[config.mk]
export PLATFORM = sky130hd
export DESIGN_NAME = byte_pattern_replace_compact
export DESIGN_NICKNAME = d
export VERILOG_FILES = /design/src/rtl/bprc_pkg.sv /design/src/rtl/byte_pattern_replace_compact.sv /design/src/rtl/bprc_cell.sv /design/src/rtl/bprc_out_buf.sv
export SDC_FILE = /design/constraint.sdc
export NUM_CORES = 1
export LEC_CHECK = 0
export ABC_AREA = 1
export ABC_CLOCK_PERIOD_IN_PS = 16890
export BUFFER_PORTS_ARGS = -buffer_cell sky130_fd_sc_hd__buf_4
export CAP_MARGIN = 20
export CORE_MARGIN = 10
export CORE_UTILIZATION = 30
export CTS_CLUSTER_SIZE = 40
export DETAILED_ROUTE_END_ITERATION = 10
export MAX_ROUTING_LAYER = met4
export REMOVE_ABC_BUFFERS = 1
export SLEW_MARGIN = 30
export SYNTH_ARGS = -nofsm -noshare
export SYNTH_HDL_FRONTEND = slang
export SYNTH_SLANG_ARGS = --single-unit
export TNS_END_PERCENT = 50
[constraint.sdc]
create_clock -name clock -period 16.89 [get_ports clock]
set_input_delay 3.378 -clock clock [delete_from_list [all_inputs] [get_ports clock]]
set_output_delay 3.378 -clock clock [all_outputs]
set_load 0.05 [all_outputs]
[src/rtl/bprc_pkg.sv]
// Shared types, constants and register codes of the pattern replace and compact block.
package bprc_pkg;

   // default sizing handed to the top level
   localparam int NEEDLE_MAX_DEF = 8;
   localparam int COUNT_BITS_DEF = 16;

   // configuration port sizing
   localparam int CSR_INDEX_BITS = 2;
   localparam int CSR_DATA_BITS  = 64;

   // register indexes
   localparam logic [CSR_INDEX_BITS-1:0] CSR_NEEDLE_BYTES   = 2'd0;
   localparam logic [CSR_INDEX_BITS-1:0] CSR_NEEDLE_LENGTH  = 2'd1;
   localparam logic [CSR_INDEX_BITS-1:0] CSR_REPLACE_BYTES  = 2'd2;
   localparam logic [CSR_INDEX_BITS-1:0] CSR_REPLACE_LENGTH = 2'd3;

   // byte value that is padded in and dropped on the way out
   localparam logic [7:0] ZERO_BYTE = 8'h00;

   // request beat
   typedef struct packed {
      logic [7:0] data_byte;
      logic       last_byte;
   } req_type;

   // response beat
   typedef struct packed {
      logic [7:0]  out_byte;
      logic        has_byte;
      logic        end_of_run;
      logic [15:0] kept_count;
   } rsp_type;

   // per-cell control from the sequencer
   typedef struct packed {
      logic load;       // take the request byte into this cell
      logic pop;        // shift the chain one place toward cell 0
      logic hit;        // full needle match on this pass
      logic in_needle;  // cell index below the active window length
      logic in_repl;    // cell index below the replacement length
   } cell_ctrl_type;

   // sequencer states
   typedef enum logic [1:0] {
      ST_TAKE,
      ST_POP,
      ST_CLOSE
   } state_type;

endpackage

[src/rtl/byte_pattern_replace_compact.sv]
// A kept byte of a plain beat enters the response queue at the edge that accepts the beat.
// Throughput: one request beat per cycle while the response queue has room and each beat pops
// at most one window byte. A beat that leaves more than one byte to pop holds requests off in
// ST_POP; the last beat of a buffer drains the window one byte per cycle through the cell chain
// while the queue has room, then ST_CLOSE sends the final beat. The two-entry queue buffers stalls.
// Reset (synchronous): clears registers, window cells, fill, counter and queue.
module byte_pattern_replace_compact #(
   parameter int NEEDLE_MAX = bprc_pkg::NEEDLE_MAX_DEF,
   parameter int COUNT_BITS = bprc_pkg::COUNT_BITS_DEF
) (
   input  logic                                clock,
   input  logic                                reset,
   input  logic                                req_valid,
   output logic                                req_stall,
   input  bprc_pkg::req_type                   req_data,
   output logic                                rsp_valid,
   input  logic                                rsp_stall,
   output bprc_pkg::rsp_type                   rsp_data,
   input  logic                                csr_write,
   input  logic [bprc_pkg::CSR_INDEX_BITS-1:0] csr_index,
   input  logic [bprc_pkg::CSR_DATA_BITS-1:0]  csr_data
);

   localparam int FW = $clog2(NEEDLE_MAX + 1);
   localparam int CW = (FW > 4) ? FW : 4;
   localparam logic [COUNT_BITS-1:0] COUNT_MAX = '1;

   // configuration registers
   logic [63:0] needle_bytes_ff;
   logic [3:0]  needle_length_ff;
   logic [63:0] replace_bytes_ff;
   logic [3:0]  replace_length_ff;

   always_ff @(posedge clock) begin
      if (reset) begin
         needle_bytes_ff   <= '0;
         needle_length_ff  <= '0;
         replace_bytes_ff  <= '0;
         replace_length_ff <= '0;
      end else if (csr_write) begin
         case (csr_index)
            bprc_pkg::CSR_NEEDLE_BYTES:   needle_bytes_ff   <= csr_data;
            bprc_pkg::CSR_NEEDLE_LENGTH:  needle_length_ff  <= csr_data[3:0];
            bprc_pkg::CSR_REPLACE_BYTES:  replace_bytes_ff  <= csr_data;
            bprc_pkg::CSR_REPLACE_LENGTH: replace_length_ff <= csr_data[3:0];
            default: ;
         endcase
      end
   end

   // substitution enable and active window length
   logic          enable;
   logic [CW-1:0] win_len;

   always_comb begin
      enable = (needle_length_ff != 4'd0) &&
               (CW'(needle_length_ff) <= CW'(NEEDLE_MAX)) &&
               (replace_length_ff <= needle_length_ff);
      win_len = enable ? CW'(needle_length_ff) : CW'(1);
   end

   // sequencer state
   bprc_pkg::state_type state_ff;
   bprc_pkg::state_type state_in;
   logic [FW-1:0]       fill_ff;
   logic [FW-1:0]       fill_in;
   logic                last_ff;
   logic                last_in;
   logic                hold_valid_ff;
   logic                hold_valid_in;
   logic [7:0]          hold_byte_ff;
   logic [7:0]          hold_byte_in;
   logic [COUNT_BITS-1:0] kept_ff;
   logic [COUNT_BITS-1:0] kept_in;

   // chain wiring
   logic [NEEDLE_MAX-1:0] match_vec;
   logic [7:0]            value_lane [NEEDLE_MAX];
   logic                  out_ready;
   logic                  accept;
   logic                  active;
   logic                  cur_last;
   logic                  push_ok;
   logic [FW-1:0]         vfill;
   logic [FW-1:0]         new_fill;
   logic                  test_pop;
   logic                  drain_pop;
   logic                  pop;
   logic                  hit;
   logic                  kept;
   logic                  more;
   logic                  res_push;
   bprc_pkg::rsp_type     res_data;
   logic [31:0]           count_wide;

   always_comb begin
      count_wide = 32'(kept_ff);
   end

   // next state, chain control and result selection
   always_comb begin
      state_in      = state_ff;
      fill_in       = fill_ff;
      last_in       = last_ff;
      hold_valid_in = hold_valid_ff;
      hold_byte_in  = hold_byte_ff;
      kept_in       = kept_ff;
      res_push      = 1'b0;
      res_data      = '0;

      req_stall = !((state_ff == bprc_pkg::ST_TAKE) && out_ready);
      accept    = req_valid && !req_stall;

      case (state_ff)
         bprc_pkg::ST_TAKE: begin
            active   = accept;
            cur_last = req_data.last_byte;
         end
         bprc_pkg::ST_POP: begin
            active   = out_ready;
            cur_last = last_ff;
         end
         default: begin
            active   = 1'b0;
            cur_last = last_ff;
         end
      endcase

      // window fill after the push of this beat
      push_ok = accept && (fill_ff != FW'(NEEDLE_MAX));
      vfill   = fill_ff + FW'(push_ok);

      // test the oldest position while the window is full, drain on the last beat
      test_pop  = (CW'(vfill) >= win_len);
      drain_pop = !test_pop && cur_last && (vfill != '0);
      pop       = active && (test_pop || drain_pop);
      hit       = active && test_pop && enable && (&match_vec);
      kept      = pop && (value_lane[0] != bprc_pkg::ZERO_BYTE);
      new_fill  = vfill - FW'(pop);
      more      = (CW'(new_fill) >= win_len) || (cur_last && (new_fill != '0));

      if (active) begin
         fill_in = new_fill;
         if (state_ff == bprc_pkg::ST_TAKE) begin
            last_in = req_data.last_byte;
         end
         if (more) begin
            state_in = bprc_pkg::ST_POP;
         end else if (cur_last) begin
            state_in = bprc_pkg::ST_CLOSE;
         end else begin
            state_in = bprc_pkg::ST_TAKE;
         end
      end

      // count kept bytes, saturating
      if (kept && (kept_ff != COUNT_MAX)) begin
         kept_in = kept_ff + COUNT_BITS'(1);
      end

      // plain beats go out at once; a last run holds one byte back for the end mark
      if (kept) begin
         if (!cur_last) begin
            res_push            = 1'b1;
            res_data.out_byte   = value_lane[0];
            res_data.has_byte   = 1'b1;
         end else begin
            if (hold_valid_ff) begin
               res_push          = 1'b1;
               res_data.out_byte = hold_byte_ff;
               res_data.has_byte = 1'b1;
            end
            hold_valid_in = 1'b1;
            hold_byte_in  = value_lane[0];
         end
      end

      // close the buffer: final beat with the count, then clear for the next one
      if ((state_ff == bprc_pkg::ST_CLOSE) && out_ready) begin
         res_push            = 1'b1;
         res_data.out_byte   = hold_valid_ff ? hold_byte_ff : bprc_pkg::ZERO_BYTE;
         res_data.has_byte   = hold_valid_ff;
         res_data.end_of_run = 1'b1;
         res_data.kept_count = (count_wide > 32'h0000_FFFF) ? 16'hFFFF : count_wide[15:0];
         hold_valid_in       = 1'b0;
         kept_in             = '0;
         fill_in             = '0;
         state_in            = bprc_pkg::ST_TAKE;
      end
   end

   always_ff @(posedge clock) begin
      if (reset) begin
         state_ff      <= bprc_pkg::ST_TAKE;
         fill_ff       <= '0;
         last_ff       <= 1'b0;
         hold_valid_ff <= 1'b0;
         kept_ff       <= '0;
      end else begin
         state_ff      <= state_in;
         fill_ff       <= fill_in;
         last_ff       <= last_in;
         hold_valid_ff <= hold_valid_in;
         kept_ff       <= kept_in;
      end
   end

   always_ff @(posedge clock) begin
      hold_byte_ff <= hold_byte_in;
   end

   // window as a chain of cells, cell 0 holds the oldest byte
   for (genvar j = 0; j < NEEDLE_MAX; j++) begin : g_cell
      logic [7:0]              needle_byte;
      logic [7:0]              repl_byte;
      logic [7:0]              up_value;
      bprc_pkg::cell_ctrl_type ctrl;

      // pattern bytes past the register width read as zero
      if (j < 8) begin : g_byte
         assign needle_byte = needle_bytes_ff[8*j +: 8];
         assign repl_byte   = replace_bytes_ff[8*j +: 8];
      end else begin : g_zero
         assign needle_byte = bprc_pkg::ZERO_BYTE;
         assign repl_byte   = bprc_pkg::ZERO_BYTE;
      end

      // the top cell shifts in a zero byte
      if (j == NEEDLE_MAX - 1) begin : g_top
         assign up_value = bprc_pkg::ZERO_BYTE;
      end else begin : g_mid
         assign up_value = value_lane[j+1];
      end

      always_comb begin
         ctrl.load      = push_ok && (fill_ff == FW'(j));
         ctrl.pop       = pop;
         ctrl.hit       = hit;
         ctrl.in_needle = (CW'(j) < win_len);
         ctrl.in_repl   = (CW'(j) < CW'(replace_length_ff));
      end

      bprc_cell u_cell (
         .clock       (clock),
         .reset       (reset),
         .ctrl        (ctrl),
         .data_byte   (req_data.data_byte),
         .up_value    (up_value),
         .needle_byte (needle_byte),
         .repl_byte   (repl_byte),
         .match       (match_vec[j]),
         .value       (value_lane[j])
      );
   end

   bprc_out_buf u_out_buf (
      .clock     (clock),
      .reset     (reset),
      .push      (res_push),
      .push_data (res_data),
      .ready     (out_ready),
      .rsp_valid (rsp_valid),
      .rsp_stall (rsp_stall),
      .rsp_data  (rsp_data)
   );

   // the window is fully drained by the time the buffer closes
   a_close_empty: assert property (@(posedge clock) disable iff (reset)
      (state_ff == bprc_pkg::ST_CLOSE) |-> (fill_ff == '0))
      else $error("window not drained at buffer close");

   // the kept counter restarts after the final beat
   a_count_clear: assert property (@(posedge clock) disable iff (reset)
      ((state_ff == bprc_pkg::ST_CLOSE) && out_ready) |=> (kept_ff == '0))
      else $error("kept counter not cleared after final beat");

   // a held byte only lives inside the last run of a buffer
   a_hold_scope: assert property (@(posedge clock) disable iff (reset)
      hold_valid_ff |-> (last_ff && (state_ff != bprc_pkg::ST_TAKE)))
      else $error("held byte outside a last run");

endmodule

[src/rtl/bprc_cell.sv]
// One window cell: holds a byte, compares it with its needle byte and shifts toward cell 0.
module bprc_cell (
   input  logic                    clock,
   input  logic                    reset,
   input  bprc_pkg::cell_ctrl_type ctrl,
   input  logic [7:0]              data_byte,
   input  logic [7:0]              up_value,
   input  logic [7:0]              needle_byte,
   input  logic [7:0]              repl_byte,
   output logic                    match,
   output logic [7:0]              value
);

   logic [7:0] win_ff;
   logic [7:0] win_in;
   logic [7:0] cur;

   // current content, with the incoming byte placed here on a push
   always_comb begin
      cur = ctrl.load ? data_byte : win_ff;
   end

   // compare; positions past the window always agree
   always_comb begin
      match = (cur == needle_byte) || !ctrl.in_needle;
   end

   // value after a match rewrite, handed to the lower neighbor
   always_comb begin
      if (ctrl.hit && ctrl.in_needle) begin
         value = ctrl.in_repl ? repl_byte : bprc_pkg::ZERO_BYTE;
      end else begin
         value = cur;
      end
   end

   // shift in the rewritten byte from above, or keep the current one
   always_comb begin
      win_in = ctrl.pop ? up_value : cur;
   end

   always_ff @(posedge clock) begin
      if (reset) begin
         win_ff <= bprc_pkg::ZERO_BYTE;
      end else begin
         win_ff <= win_in;
      end
   end

endmodule

[src/rtl/bprc_out_buf.sv]
// Two-entry response queue that parts the sequencer from the response channel.
module bprc_out_buf (
   input  logic              clock,
   input  logic              reset,
   input  logic              push,
   input  bprc_pkg::rsp_type push_data,
   output logic              ready,
   output logic              rsp_valid,
   input  logic              rsp_stall,
   output bprc_pkg::rsp_type rsp_data
);

   bprc_pkg::rsp_type slot0_ff;
   bprc_pkg::rsp_type slot0_in;
   bprc_pkg::rsp_type slot1_ff;
   bprc_pkg::rsp_type slot1_in;
   logic [1:0]        count_ff;
   logic [1:0]        count_in;
   logic              pop;

   always_comb begin
      ready     = (count_ff != 2'd2);
      rsp_valid = (count_ff != 2'd0);
      rsp_data  = slot0_ff;
      pop       = rsp_valid && !rsp_stall;
   end

   // advance the head on a taken beat, append behind the last entry
   always_comb begin
      slot0_in = slot0_ff;
      slot1_in = slot1_ff;
      count_in = count_ff;
      if (pop) begin
         slot0_in = slot1_ff;
         count_in = count_ff - 2'd1;
      end
      if (push) begin
         if (count_in == 2'd0) begin
            slot0_in = push_data;
         end else begin
            slot1_in = push_data;
         end
         count_in = count_in + 2'd1;
      end
   end

   always_ff @(posedge clock) begin
      if (reset) begin
         count_ff <= 2'd0;
      end else begin
         count_ff <= count_in;
      end
   end

   always_ff @(posedge clock) begin
      slot0_ff <= slot0_in;
      slot1_ff <= slot1_in;
   end

endmodule
==> qor.csv, run 1 <==
metric;value;unit
outcome;complete, no violations;
CTS Buffer Depth;3;
Site Rows;81;
RSZ-0062 raised after global routing;no;
CTS root buf;clkbuf_16;
CTS Buf Count;34;
global placer's final weighted congestion;0.9498;
grt total ovfl;0;
Slew HR;38.22;%
fin crit share;44.04;%
Wirelength per Cell;16.47;um
CTS tree;yes;
core area;49050;um2
Hold WC Path Type;flip-flop to flip-flop;
FMAX;0.1344;GHz
Worst Setup Path Type;input port to flip-flop;
FF+latch count, synth;286;
first-pass GRT wire length;74950;um
vias in the first global route;13460;
Clock Pin Slew Worst Setup and Hold Paths;0.06;ns
Avg Inst Size Synth;6.996;um2
Core Util, Final;35.34;%
Crit Path Max Fanout;26;
final hold violation count;0;
Slew Limit Fails;0;
most used cell, CP;nand2_1;
P&R area growth vs syn;16.11;%
largest net degree at the start of global routing;67;
VDD IR max;0.1208;mV
1st-pass router iterations;5;
Leak;0.007694;uW
CP Launch Type;input port;
WL final;47410;um
die height;243.1;um
Die Wd;243.1;um
Layout Nets;2292;
initial core utilization;30.44;%
Post-CTS Resized;0;
Arrival @ worst endpoint;7.61;ns
hold buffers post-CTS;0;
filler instances;5310;
final setup fails;0;
Synth Area in Adders;1.676;%
post-CTS setup buffer count;0;
XOR/XNOR share of the synthesized area;1.291;%
initial drt markers;1048;
Slew @ Worst Pin;0.9267;ns
main combinational cell family by area after synthesis;simple AND/OR/NAND/NOR gates;
DR vias;14030;
Crit. End Element;flip-flop;
Synth Cell Area;14930;um2
WP data required;17.07;ns
Power Total;3010;uW
TritonCTS Sinks;286;
TNS Setup;0;ns
vias per cell;4.876;
setup skew after layout;0.01741;ns
compound-cell area share of the yosys netlist;15.81;%
Post-Synth Simple-Gate Area;29.01;%
initial antenna violation count;0;
mux share of post-synthesis cell area;1.961;%
die area;59090;um2
placed cells;2819;
post-synth cell types;47;
Synth Instances;2134;
Post-DP HPWL;34140;um
Critical Path Slowest Stage Cell;a21oi_4;
number of port buffers;107;
MaxCap Viol Count;0;
# IOs;108;
DRC errors left;0;
Tot GR Track Use;16.03;%
H-tree depth;2;
post-synthesis sequential area ratio;40.63;%
Non-Filler Instances;2878;
slowest cell delay on critical path;0.45;ns
yosys warns;0;
# diodes;0;
R2R setup slack;11.56;ns
layout cells sized above 1;11.61;%
minimum clock period;7.438;ns
final antenna-violating net count;0;
PD cells;173.6;nW/um2
Skew-Pair Late Insertion Delay;0.53;ns
==> cell families after synthesis <==
family          after synthesis
simple gates                987
compound gates              441
buf+inv                     352
flops                       286
mux                          26
xor+xnor                     22
fa+ha+maj                    20
==> cells in the final DEF, fill, tap and decap left out, types with 3 or more instances in the layout <==
cell | synthesis | routed
o21ai_0 | 229 | 228
a221oi_1 | 13 | 13
nand2_1 | 536 | 535
nor3_1 | 11 | 10
nor2_2 | 4 | 7
nand3b_1 | 20 | 20
xor2_1 | 21 | 21
nor4_1 | 4 | 4
mux2_2 | 26 | 26
ha_1 | 20 | 20
nand3_2 | 9 | 9
a21oi_1 | 147 | 147
inv_2 | 6 | 6
nor2_1 | 226 | 222
nor2_4 | 13 | 14
edfxtp_1 | 34 | 34
clkbuf_16 | 0 | 36
nand4_2 | 4 | 4
nand3_1 | 96 | 96
o211ai_1 | 16 | 16
dfxtp_1 | 252 | 252
nand2_4 | 5 | 5
bufinv_16 | 0 | 3
nand2_2 | 6 | 7
clkbuf_1 | 74 | 6
a31oi_1 | 8 | 8
inv_1 | 244 | 242
clkinv_2 | 0 | 5
clkinv_1 | 4 | 6
o21ai_1 | 14 | 15
o311ai_0 | 4 | 4
o21a_1 | 3 | 3
buf_4 | 5 | 119
nand4_1 | 50 | 50
==> per-stage QoR <==
step           hold slack (ns)  setup slack [ns]  cell area (um2)
6_report                0.4484             9.452            17330
3_5_place_dp            0.4429             8.933            16200
4_1_cts                 0.4528             9.466            17310
3_3_place_gp            0.4369             9.134            16190
2_1_floorplan           0.4266             8.750            14450
5_1_grt                 0.4771             9.003            17330
==> power by group <==
| part | switching, uW | total, uW | internal (uW) | leakage, uW |
|---|---|---|---|---|
| registers | 60.3 | 917 | 857 | 0.00239 |
| clock network | 298 | 742 | 444 | 0.000540 |
| logic | 940 | 1350 | 411 | 0.00476 |
| total | 1300 | 3010 | 1710 | 0.00769 |
==> sequential cells by signal (all words and copies together), names as in the netlist <==
| register | count |
|---|---|
| g_cell.u_cell.win_ff | 64 |
| state_ff | 2 |
| replace_length_ff | 4 |
| last_ff | 1 |
| u_out_buf.rsp_data | 26 |
| replace_bytes_ff | 64 |
| u_out_buf.slot1_ff | 26 |
| hold_valid_ff | 1 |
| hold_byte_ff | 8 |
| u_out_buf.count_ff | 2 |
| needle_length_ff | 4 |
| needle_bytes_ff | 64 |
| kept_ff | 16 |
| fill_ff | 4 |
==> critical path, delay by kind of cell <==
family	cells	cell delay [ns]
adder cells (fa/ha/maj)	2	0.59
XOR/XNOR	1	0.23
AND/OR/NAND/NOR	20	2.15
AO/OA/AOI/OAI	1	0.45
buffers and inverters	5	0.77
==> area by class of cell <==
class	instances	area (um2)	area share [%]
inverters	254	957.2	5.522
well taps	664	830.8	4.793
repair buffers	120	920.9	5.313
clock inverters	14	158.9	0.9167
flip-flops and latches	286	6066	34.99
clock buffers	44	950.9	5.486
multi-input cells	1496	7450	42.98
==> worst paths after layout <==
path | start | depth (start not counted) | end
min | replace_bytes_ff[23]$_SDFFE_PP0P_ | 2 | replace_bytes_ff[23]$_SDFFE_PP0P_
max reg2reg | u_out_buf.count_ff[0]$_SDFF_PP0_ | 31 | u_out_buf.slot1_ff[0]$_DFFE_PP_
min reg2reg | replace_bytes_ff[23]$_SDFFE_PP0P_ | 2 | replace_bytes_ff[23]$_SDFFE_PP0P_
max | req_valid | 29 | u_out_buf.slot1_ff[0]$_DFFE_PP_
==> routing by layer <==
metal | wire length [um] | global-route usage (%)
met5 | 0 | -
met4 | 1613 | 5.367
met3 | 3009 | 2.658
met2 | 20990 | 24.78
met1 | 21790 | 20.90
==> cell usage after synthesis (all sizes together) <==
| cell type | count | area, um2 |
|---|---|---|
| nand3b | 20 | 150.1 |
| nor3b | 1 | 7.510 |
| clkbuf | 76 | 299.0 |
| nor2 | 243 | 1020 |
| clkinv | 4 | 15.01 |
| a21oi | 149 | 760.7 |
| dfxtp | 252 | 5045 |
| a31o | 1 | 8.760 |
| o21bai | 1 | 7.510 |
| inv | 250 | 938.4 |
| o21a | 3 | 22.52 |
| nor4 | 4 | 25.02 |
| o21ai | 244 | 1225 |
| xnor2 | 1 | 8.760 |
| o41ai | 1 | 8.760 |
| xor2 | 21 | 183.9 |
| nand3 | 107 | 605.6 |
| a21boi | 1 | 7.510 |
| nor3 | 11 | 55.05 |
| nand4 | 54 | 362.9 |
| mux2 | 26 | 292.8 |
| o311ai | 4 | 35.03 |
| buf | 22 | 183.9 |
| edfxtp | 34 | 1021 |
| nand2 | 547 | 2106 |
| ha | 20 | 250.2 |
| a31oi | 8 | 50.05 |
| a221oi | 13 | 113.9 |
| o211ai | 16 | 120.1 |
(Power assumes the default switching activity.)
==> run 2, diff against run 1 <==
ABC_CLOCK_PERIOD_IN_PS = 6900   (was 16890)
clock period = 6.9 ns   (was 16.89 ns; I/O delays follow)
==> run 2 against run 1 <==
Global-route usage down 0.055 points. Count of clock-buffer cells in the layout up 1. Critical path type unchanged. Clock skew up 0.013 ns. Register-to-register slack worse by 9.9 ns. Utilization down 0.25 points. First-iteration DRC count up 16%. Cell count about the same. Sequential power up 150%. Total power up 140%. Critical endpoint is now u_out_buf.slot1_ff[1]$_DFFE_PP_. Largest cell class unchanged. Setup slack worse by 7.9 ns. Sequential share of layout area up 0.25 points. Non-clock buffer count unchanged.
==> qor.csv, run 2 (synthesis results as in run 1) <==
metric;value;unit;change
outcome;complete, no violations;;
final antenna-violating net count;0;;unchanged
Tot GR Track Use;15.97;%;-0.055 points
# diodes;0;;unchanged
R2R Path Start;u_out_buf.count_ff[0]$_SDFF_PP0_;;
TNS Setup;0;ns;unchanged
Slew Limit Fails;0;;unchanged
vias in the first global route;13590;;+0.97%
Slew @ Worst Pin;0.9268;ns;+0.00008833 ns
most common library cell in the layout ignoring fill and taps;nand2_1;;
Die Wd;243.1;um;unchanged
R2R setup slack;1.63;ns;-9.93 ns
H-tree depth;1;;-1
Wirelength per Cell;16.50;um;+0.20%
die height;243.1;um;unchanged
DRC errors left;0;;unchanged
fin crit share;77.70;%;
Leak;0.007653;uW;-0.53%
Post-CTS Resized;0;;unchanged
VDD IR max;0.3363;mV;+180%
Arrival @ worst endpoint;5.61;ns;-2.00 ns
Site Rows;81;;unchanged
hold depth;2;;unchanged
initial drt markers;1213;;+16%
number of port buffers;107;;unchanged
core area;49050;um2;unchanged
FMAX;0.1865;GHz;
P&R area growth vs syn;15.30;%;
Non-Filler Instances;2877;;-0.035%
Clock Pin Slew Worst Setup and Hold Paths;0.06;ns;about the same
placed cells;2820;;+0.035%
Post-DP HPWL;33990;um;-0.45%
grt total ovfl;0;;unchanged
minimum clock period;5.361;ns;
post-CTS setup buffer count;0;;unchanged
1st-pass router iterations;8;;+3
worst path bufs/invs;5;;unchanged
Crit Reg-Reg Endpoint;u_out_buf.slot1_ff[1]$_DFFE_PP_;;
Slew HR;38.21;%;about the same
PD cells;419.1;nW/um2;+140%
WP data required;7.14;ns;-9.93 ns
CTS Buffer Depth;3;;unchanged
final setup fails;0;;unchanged
TritonCTS Sinks;286;;unchanged
setup skew after layout;0.03048;ns;+0.01307 ns
layout cells sized above 1;11.57;%;-0.040 points
CTS tree;yes;;
CP Launch Type;input port;;
final hold violation count;0;;unchanged
RSZ-0062 raised after global routing;no;;
commonest non-fill, non-tap cells in the layout;535 x nand2_1, 252 x dfxtp_1, 242 x inv_1;;
Crit. End Element;flip-flop;;
Hold WC Path Type;flip-flop to flip-flop;;
worst hold start;replace_bytes_ff[23]$_SDFFE_PP0P_;;
global placer's final weighted congestion;0.9084;;-4.4%
hold buffers post-CTS;0;;unchanged
Layout Nets;2289;;-0.13%
largest net degree at the start of global routing;98;;+46%
first-pass GRT wire length;75150;um;+0.28%
WL final;47480;um;+0.16%
CTS root buf;clkbuf_16;;
pre-CTS WS;0.9772;ns;-7.956 ns
Worst Setup Path Type;input port to flip-flop;;
vias per cell;4.933;;+1.2%
dpl cell area;16210;um2;+0.11%
initial core utilization;30.44;%;unchanged
die area;59090;um2;unchanged
CTS Buf Count;31;;-8.8%
Crit Path Max Fanout;26;;unchanged
Finished Cell Area;17210;um2;-0.70%
MaxCap Viol Count;0;;unchanged
initial antenna violation count;0;;unchanged
# IOs;108;;unchanged
Skew-Pair Late Insertion Delay;0.60;ns;+0.07 ns
CP top delay family;simple AND/OR/NAND/NOR gates;;
slowest cell delay on critical path;0.48;ns;+0.03 ns
most used cell, CP;nand2_1;;
DR vias;14190;;+1.1%
endpoint of the worst hold path;replace_bytes_ff[23]$_SDFFE_PP0P_;;
PnR worst setup slack;1.539;ns;-7.913 ns
Critical Path Slowest Stage Cell;a21oi_4;;
Largest regs;g_cell.u_cell.win_ff (64), needle_bytes_ff (64), replace_bytes_ff (64);;
cell count of the worst reg-to-reg path;31;;unchanged
[run 2: final cells by class]
| type | instances | area (um2) |
|---|---|---|
| Timing Repair Buffer | 120 | 913.4 |
| Clock buffer | 45 | 920.9 |
| Clock inverter | 12 | 78.83 |
| Tap cell | 664 | 830.8 |
| Sequential cell | 286 | 6066 |
| Multi-Input combinational cell | 1496 | 7447 |
| Fill cell | 5341 | 31840 |
| Inverter | 254 | 955.9 |
[run 2: how the worst max path moves through the flow]
stage | from | end | slack [ns] | depth (start not counted)
3_3_place_gp | req_valid | u_out_buf.slot1_ff[8]$_DFFE_PP_ | 1.08 | 29
5_1_grt | req_valid | u_out_buf.slot1_ff[18]$_DFFE_PP_ | 1.03 | 29
6_report | req_valid | u_out_buf.slot1_ff[1]$_DFFE_PP_ | 1.54 | 29
2_1_floorplan | req_valid | u_out_buf.slot1_ff[0]$_DFFE_PP_ | 0.76 | 15
3_5_place_dp | req_valid | u_out_buf.slot1_ff[5]$_DFFE_PP_ | 0.98 | 29
4_1_cts | req_valid | u_out_buf.slot1_ff[1]$_DFFE_PP_ | 1.60 | 29
[run 2: report_power, final]
part / internal [uW] / switching, uW
Sequential: 2100 / 149
Combinational: 1020 / 2300
Clock: 927 / 720
[run 2: per-stage QoR]
stage	power (uW)	hold WS [ns]	utilization, %
floorplan	4564	0.4266	-
global placement	5549	0.4347	33.05
detailed placement	5591	0.4459	33.05
CTS	7251	0.4569	35.09
global route	7741	0.4789	35.09
finish	7214	0.4517	35.09
[run 2: worst register-to-register path: cells and delay by family (launching register included)]
family          cells  cell delay [ns]
simple gates       19             2.08
fa+ha+maj           4             1.16
buf+inv             6             0.78
compound gates      2             0.60
flops               1             0.30
[run 2: routing by layer]
layer,track usage (%),vias up,wire [um]
met5,-,-,0
met4,4.705,0,1450
met3,1.900,79,2329
met2,25.74,387,21620
met1,20.67,6643,22090
li1,-,7083,-
